$ cat config.mk
export PLATFORM = sky130hd
export DESIGN_NAME = crlf_line_receiver_core
export DESIGN_NICKNAME = d
export VERILOG_FILES = /design/src/sv/crlf_lr_pkg.sv /design/src/sv/crlf_line_receiver_core.sv /design/src/sv/crlf_lr_store.sv /design/src/sv/crlf_lr_ctrl.sv
export SDC_FILE = /design/constraint.sdc
export NUM_CORES = 2
export LEC_CHECK = 0
export ABC_CLOCK_PERIOD_IN_PS = 2580
export BUFFER_PORTS_ARGS = -buffer_cell sky130_fd_sc_hd__buf_2
export CORE_MARGIN = 2
export CORE_UTILIZATION = 30
export CTS_CLUSTER_SIZE = 12
export DETAILED_ROUTE_END_ITERATION = 8
export PLACE_DENSITY_LB_ADDON = 0.15
export REMOVE_ABC_BUFFERS = 1
export SLEW_MARGIN = 30
export SYNTH_ARGS = -nofsm -noshare
export SYNTH_HDL_FRONTEND = slang
export SYNTH_SLANG_ARGS = --single-unit
$ cat constraint.sdc
create_clock -name clk -period 2.58 [get_ports clk]
set_input_delay 0.258 -clock clk [delete_from_list [all_inputs] [get_ports clk]]
set_output_delay 0.258 -clock clk [all_outputs]
set_load 0.01 [all_outputs]
$ cat src/sv/crlf_lr_pkg.sv
// Package for the CR LF line receiver: character codes, operation codes,
// read phase type and the structs passed between control, store and top.
// No dependencies.
`timescale 1ns / 1ps

package crlf_lr_pkg;

	localparam int LINE_LEN_DEF = 256;

	localparam logic [7:0] CHAR_LF  = 8'h0A;
	localparam logic [7:0] CHAR_CR  = 8'h0D;
	localparam logic [7:0] CHAR_NUL = 8'h00;

	localparam logic OP_RX   = 1'b0;
	localparam logic OP_READ = 1'b1;

	typedef enum logic [1:0] {
		PH_IDLE = 2'd0,
		PH_WAIT = 2'd1,
		PH_READ = 2'd2
	} phase_t;

	typedef struct packed {
		logic we;
		logic re;
	} mem_ctl_t;

	typedef struct packed {
		logic has_char;
		logic newline;
		logic line_ready;
	} res_t;

endpackage

$ cat src/sv/crlf_line_receiver_core.sv
// Top level of the CR LF line receiver: request channel, control, line store
// and the result register. Depends on crlf_lr_pkg, crlf_lr_ctrl, crlf_lr_store.
//
//  channel   signals                                  role
//  request   req_valid, req_stall, operation, rx_byte  in: byte received or read
//  response  rsp_valid, rsp_stall, has_char, char_out, line_ready
//                                                      out: one result per item
//
// One item per cycle while req_stall is low; each result appears in the cycle after its item is
// taken, from the result register and the registered read port of the line store.
// Reset clears count, length, flags, phase and index; the store is not cleared.
// req_stall is high only while a result is held and rsp_stall is high.
`timescale 1ns / 1ps

module crlf_line_receiver_core #(
	parameter int LINE_LEN = crlf_lr_pkg::LINE_LEN_DEF
) (
	input  logic       clk,
	input  logic       arst_n,
	input  logic       req_valid,
	output logic       req_stall,
	input  logic       operation,
	input  logic [7:0] rx_byte,
	output logic       rsp_valid,
	input  logic       rsp_stall,
	output logic       has_char,
	output logic [7:0] char_out,
	output logic       line_ready
);
	import crlf_lr_pkg::*;

	localparam int AW = $clog2(LINE_LEN);

	logic          accept;
	mem_ctl_t      mem_ctl;
	logic [AW-1:0] waddr, raddr;
	logic [7:0]    wdata, rdata;
	res_t          res_d, res_s1;
	logic          valid_s1;

	assign req_stall = valid_s1 && rsp_stall;
	assign accept    = req_valid && !req_stall;

	crlf_lr_ctrl #(.LINE_LEN(LINE_LEN)) u_ctrl (
		.clk       (clk),
		.arst_n    (arst_n),
		.accept    (accept),
		.operation (operation),
		.rx_byte   (rx_byte),
		.mem_ctl   (mem_ctl),
		.waddr     (waddr),
		.wdata     (wdata),
		.raddr     (raddr),
		.res       (res_d)
	);

	crlf_lr_store #(.LINE_LEN(LINE_LEN)) u_store (
		.clk   (clk),
		.ctl   (mem_ctl),
		.waddr (waddr),
		.wdata (wdata),
		.raddr (raddr),
		.rdata (rdata)
	);

	always_ff @(posedge clk or negedge arst_n) begin
		if (!arst_n) begin
			valid_s1 <= 1'b0;
		end else if (accept) begin
			valid_s1 <= 1'b1;
		end else if (!rsp_stall) begin
			valid_s1 <= 1'b0;
		end
	end

	always_ff @(posedge clk) begin
		if (accept) begin
			res_s1 <= res_d;
		end
	end

	assign rsp_valid  = valid_s1;
	assign has_char   = res_s1.has_char;
	assign line_ready = res_s1.line_ready;
	assign char_out   = res_s1.newline  ? CHAR_LF :
	                    res_s1.has_char ? rdata   : CHAR_NUL;

	a_stall_only_when_held: assert property (@(posedge clk) disable iff (!arst_n)
		req_stall |-> (rsp_valid && rsp_stall))
		else $error("request stalled without a held result");

	a_accept_gives_result: assert property (@(posedge clk) disable iff (!arst_n)
		accept |=> rsp_valid)
		else $error("accepted item produced no result");

	a_line_end_newline: assert property (@(posedge clk) disable iff (!arst_n)
		(rsp_valid && has_char && !line_ready) |-> (char_out == CHAR_LF))
		else $error("line released without newline");

endmodule

$ cat src/sv/crlf_lr_store.sv
// Line store: one write port, one read port with registered read data.
// Depends on crlf_lr_pkg.
`timescale 1ns / 1ps

module crlf_lr_store #(
	parameter int LINE_LEN = crlf_lr_pkg::LINE_LEN_DEF,
	localparam int AW = $clog2(LINE_LEN)
) (
	input  logic                  clk,
	input  crlf_lr_pkg::mem_ctl_t ctl,
	input  logic [AW-1:0]         waddr,
	input  logic [7:0]            wdata,
	input  logic [AW-1:0]         raddr,
	output logic [7:0]            rdata
);
	import crlf_lr_pkg::*;

	logic [7:0] mem [LINE_LEN];
	logic [7:0] rd_s1;

	always_ff @(posedge clk) begin
		if (ctl.we) begin
			mem[waddr] <= wdata;
		end
	end

	always_ff @(posedge clk) begin
		if (ctl.re) begin
			rd_s1 <= mem[raddr];
		end
	end

	assign rdata = rd_s1;

endmodule

$ cat src/sv/crlf_lr_ctrl.sv
// Line assembly and read-out control: CR/LF tracking, byte count, latched
// length, read index and read phase. Depends on crlf_lr_pkg.
`timescale 1ns / 1ps

module crlf_lr_ctrl #(
	parameter int LINE_LEN = crlf_lr_pkg::LINE_LEN_DEF,
	localparam int AW = $clog2(LINE_LEN)
) (
	input  logic                  clk,
	input  logic                  arst_n,
	input  logic                  accept,
	input  logic                  operation,
	input  logic [7:0]            rx_byte,
	output crlf_lr_pkg::mem_ctl_t mem_ctl,
	output logic [AW-1:0]         waddr,
	output logic [7:0]            wdata,
	output logic [AW-1:0]         raddr,
	output crlf_lr_pkg::res_t     res
);
	import crlf_lr_pkg::*;

	localparam logic [AW-1:0] LAST = AW'(LINE_LEN - 1);

	phase_t        phase_q, phase_d;
	logic          cr_q, cr_d;
	logic [AW-1:0] count_q, count_d;
	logic [AW-1:0] len_q, len_d;
	logic [AW-1:0] idx_q, idx_d;

	logic is_rx, is_rd, done, last;
	logic [AW-1:0] rd_addr;

	assign is_rx   = accept && (operation == OP_RX);
	assign is_rd   = accept && (operation == OP_READ);
	assign done    = (phase_q != PH_IDLE);
	assign rd_addr = (phase_q == PH_WAIT) ? '0 : idx_q;
	assign last    = (rd_addr == len_q);

	// next state
	always_comb begin
		phase_d = phase_q;
		unique case (phase_q)
			PH_IDLE: begin
				if (is_rx && cr_q && (rx_byte == CHAR_LF)) begin
					phase_d = PH_WAIT;
				end
			end
			PH_WAIT, PH_READ: begin
				if (is_rd) begin
					phase_d = last ? PH_IDLE : PH_READ;
				end
			end
			default: phase_d = PH_IDLE;
		endcase
	end

	// outputs and datapath
	always_comb begin
		cr_d        = cr_q;
		count_d     = count_q;
		len_d       = len_q;
		idx_d       = idx_q;
		mem_ctl.we  = 1'b0;
		mem_ctl.re  = 1'b0;
		waddr       = count_q;
		wdata       = rx_byte;
		raddr       = rd_addr;
		if (is_rx && !done) begin
			if (cr_q) begin
				if (rx_byte == CHAR_LF) begin
					len_d = count_q;
				end else begin
					count_d = '0;
					cr_d    = 1'b0;
				end
			end else if (rx_byte == CHAR_CR) begin
				cr_d = 1'b1;
			end else begin
				mem_ctl.we = 1'b1;
				count_d    = (count_q == LAST) ? '0 : AW'(count_q + 1'b1);
			end
		end
		if (is_rd && done) begin
			mem_ctl.re = 1'b1;
			idx_d      = AW'(rd_addr + 1'b1);
			if (last) begin
				count_d = '0;
				cr_d    = 1'b0;
			end
		end
		res.has_char   = is_rd && done;
		res.newline    = is_rd && done && last;
		res.line_ready = (phase_d != PH_IDLE);
	end

	always_ff @(posedge clk or negedge arst_n) begin
		if (!arst_n) begin
			phase_q <= PH_IDLE;
			cr_q    <= 1'b0;
			count_q <= '0;
			len_q   <= '0;
			idx_q   <= '0;
		end else begin
			phase_q <= phase_d;
			cr_q    <= cr_d;
			count_q <= count_d;
			len_q   <= len_d;
			idx_q   <= idx_d;
		end
	end

endmodule

==> results by group <==
Pwr
  • Clock network fraction of design power: 42.2%
  • Psw: 17.72 mW
  • Sw frac: 23.79%
  • Logic pwr share: 7.5%
  • Leak Pwr: 36.41 nW
  • Peak VDD IR: ~550 uV
  • Power per cell area: 683.3 mW/mm^2
  • Flop pwr share: 50.2%
  • Pint: 56.76 mW

Clock tree
  • Clock sink count: 2087
  • Number of H-tree levels: 4
  • Clock Path Buffers: 4
  • CTS clk-pin slew, worst paths: around 60 ps
  • Root buffer cell: clkbuf_16
  • Num CTS Buffers: 232
  • Worst skew pair latency: 910 ps
  • CTS tree: yes

Final layout
  • Final nets: approximately 6400
  • Layout cells sized above 1: 32.27%
  • Final core occ: 39.39%
  • Area growth syn-to-layout: 30.39%
  • Final Non-Filler Cells: ~10000

Timing
  • Final hold viol count: 0
  • Final WS setup: -827.1 ps
  • Worst Tran Pin Value: roughly 1200 ps
  • Ratio of final minimum period to clock period: 132.1%
  • Worst clock skew: 75.02 ps
  • Relative slew slack: 23.09%
  • Hold WS: 30.96 ps
  • Unrepaired setup endpoints after global routing: true
  • Min Tclk post-route: 3407 ps
  • Fmax: between 200 and 300 MHz
  • Final Max Slew Viols: 0
  • Final setup viols: 1972

Synth
  • Yosys reg bits: around 2100
  • Area leader, netlist: edfxtp_1
  • Top_reg_cell synth: edfxtp_1
  • Mapped cell area: ~0.084 mm^2
  • Top cell type's share of synthesized area: between 70% and 80%
  • Yosys warns: 0
  • Post-synth ARST share: 1.342%
  • Post-synth EDFFs: 2059
  • Top cells by area, synth: edfxtp_1, mux2i_1, mux4_2
  • Netlist cell types: 72
  • Avg Cell Area, Syn: 15.75 um^2
  • Mapped Cells: roughly 5300
  • Sequential share of the synthesized area: 74.81%

Outcome
  • Violated checks: negative setup slack
  • Status: finished, violations left

Floorplan
  • Die W: 531.9 um
  • Die area: 0.2829 mm^2
  • Die H: around 530 um
  • Core Box Area: 0.2767 mm^2
  • Starting Density: 30.21%
  • Site Rows: 193
  • Io pins: 25

Global route
  • Global route overflow: 0
  • Vias in the first global route: 53080
  • GRT Overall Usage: about 22%
  • Largest net degree at the start of global routing: between 150 and 200
  • Initial antenna violation count: 11
  • First-pass GRT wire length: 445400 um

Placement
  • Post-DP HPWL: ~210000 um
  • Buffers on Ports: 24
  • Pre-CTS setup slack: -1548 ps
  • Placed Cells: between 9000 and 10000
  • Placer congestion estimate: between 0.8 and 0.9

Setup path
  • Crit end category: flip-flop
  • Crit Path Class: flip-flop to flip-flop
  • Worst path cell trace: inv_2 > ha_4 > buf_12 > nor2b_4 > buf_12 > buf_8 > mux4_2 > mux2i_4 > o22ai_4 > nor4_4 > nand4_1 > buf_6 > nand2_4 > o22ai_2
  • Worst path top cell family by delay: simple AND/OR/NAND/NOR gates
  • Reg-to-reg startpoint: u_ctrl.phase_q[1]
  • CP arrival: 4060 ps
  • Crit-path most repeated cell: buf_12
  • Crit-path max cell delay: 410 ps
  • Slowest-stage cell, CP: mux4_2
  • Setup crit start: u_ctrl.phase_q[1]
  • Max Fanout on Critical Path: 11
  • CP required: roughly 3200 ps
  • CP startpoint kind: flip-flop
  • Critical path buffers and inverters: 5

Worst hold path
  • Worst hold start: rx_byte[6]
  • Hold Path Class: input port to flip-flop

Drt
  • Remaining DRCs: 0
  • Router iterations before antenna repair: 6
  • Avg Vias per Cell: between 5 and 6
  • Vias: 54000
  • Detailed-route wire length: 324500 um
  • ANT nets after route: 0
  • DR WL/cell: 31.75 um
  • DR iter-0 viols: just under 6000

Job
  • Maxcap violations: 0
## cells by family after synthesis
family | after synthesis | share of synthesized area (%)
AOI/OAI and AO/OA | 984 | 7.974
xor gates and xnor gates | 6 | 0.06287
adders and majority gates | 7 | 0.1048
buffers and inverters | 386 | 2.263
DFF | 2087 | 74.81
muxes | 488 | 7.785
and+or+nand+nor | 1348 | 7.005
## path summary, 6_finish.rpt
kind                       depth (start not counted)  slack (ps)                 end
max                                               14        -830    u_store.rdata[5]
min                                                2          30  u_store.mem[45][6]
max reg2reg                                       14        -830    u_store.rdata[5]
min reg2reg                                        2         560     u_ctrl.len_q[1]
max in group asynchronous                          4        1010           rsp_valid
min in group asynchronous                          3         560     u_ctrl.waddr[5]
## worst register-to-register path, cell delays in order, from the launching register on
cell and delay (ps):
dfrtp_1 380, inv_2 70, ha_4 180, buf_12 150, nor2b_4 160, buf_12 160, buf_8 220, mux4_2 430
mux2i_4 190, o22ai_4 120, nor4_4 380, nand4_1 340, buf_6 250, nand2_4 70, o22ai_2 60
## Yosys cell counts, types with 13 or more instances
master and number:
mux2_2 83, nand2_1 661, and2_1 112, nor3_1 29
nor4_1 13, clkbuf_1 140, edfxtp_1 2059, a21oi_1 208
nor2b_1 34, a311oi_1 75, a31oi_1 117, buf_2 155
nand4_1 15, a22oi_1 24, mux2i_1 283, o21ai_0 143
mux4_2 121, nand3_1 141, a221oi_1 108, a211oi_1 165
nor2_1 302, buf_1 24, o22ai_1 37, dfrtp_1 28
buf_4 47
## placed cells by master, fill, tap and decap left out, drive strengths merged, types with 12 or more instances in the layout
cell and n:
a2111oi 12, a211oi 166, a21oi 208, a221o 12, a221oi 109, a22oi 24
a311oi 75, a31oi 117, and2 112, buf 1146, bufinv 12, clkbuf 304
clkinv 98, dfrtp 28, edfxtp 2059, inv 17, mux2 84, mux2i 283
mux4 121, nand2 661, nand3 141, nand4 15, nor2 302, nor2b 34
nor3 29, nor4 13, o211ai 12, o21ai 147, o22ai 37
## metal layers
| layer | wire [um] | vias to the layer above | track usage (%) |
|---|---|---|---|
| li1 | - | 22970 | - |
| met1 | 142800 | 28490 | 31.52 |
| met3 | 19170 | 458 | 2.835 |
| met4 | 11240 | 4 | 6.798 |
| met5 | 26 | - | 0 |
| met2 | 151200 | 2076 | 35.67 |
## metrics by stage
stage / instance area, um^2 / total power [mW] / TNS, ps
after floorplan: 81740 / 39.87 / -1394860
after global placement: 95750 / 42.91 / -1125570
after detailed placement: 95810 / 42.95 / -1070530
after CTS: 107600 / 74.88 / -92820
after global routing: 109000 / 76.39 / -500670
final: 109000 / 74.48 / -363090
## cell type report
cell class	count	area [um^2]
antenna	3	7.507
clock buffer	299	6057
clock inverter	116	934.6
fill	25760	167700
inverter	12	60.06
multi-input combinational	2833	22360
sequential	2087	62540
tap	3705	4636
timing repair buffer	1166	12400
## power groups by stage
| stage | sequential, mW | clock (mW) | combinational, mW |
|---|---|---|---|
| 2_1_floorplan | 38.2 | 0 | 1.66 |
| 3_3_place_gp | 38.1 | 0 | 4.79 |
| 3_5_place_dp | 38.1 | 0 | 4.82 |
| 4_1_cts | 37.4 | 32.0 | 5.49 |
| 5_1_grt | 37.4 | 33.2 | 5.75 |
| 6_report | 37.4 | 31.5 | 5.60 |
## registers in the layout, summed over array words and instances, names as in the netlist
register,cells
u_ctrl.phase_q,2
rsp_valid,1
u_ctrl.waddr,8
line_ready,1
u_ctrl.idx_q,8
u_store.mem,2048
res_s1,1
has_char,1
u_ctrl.cr_q,1
u_ctrl.len_q,8
u_store.rdata,8
## repair_timing
action	CTS	global route
buffers inserted	143	42
hold buffers	10	0
gates cloned	8	5
endpoints found under the setup margin	2057	1935
hold endpoints to repair	118	0
resized for setup	675	188
pin swaps	94	62
Note: power is estimated with default switching activity, not from simulation.
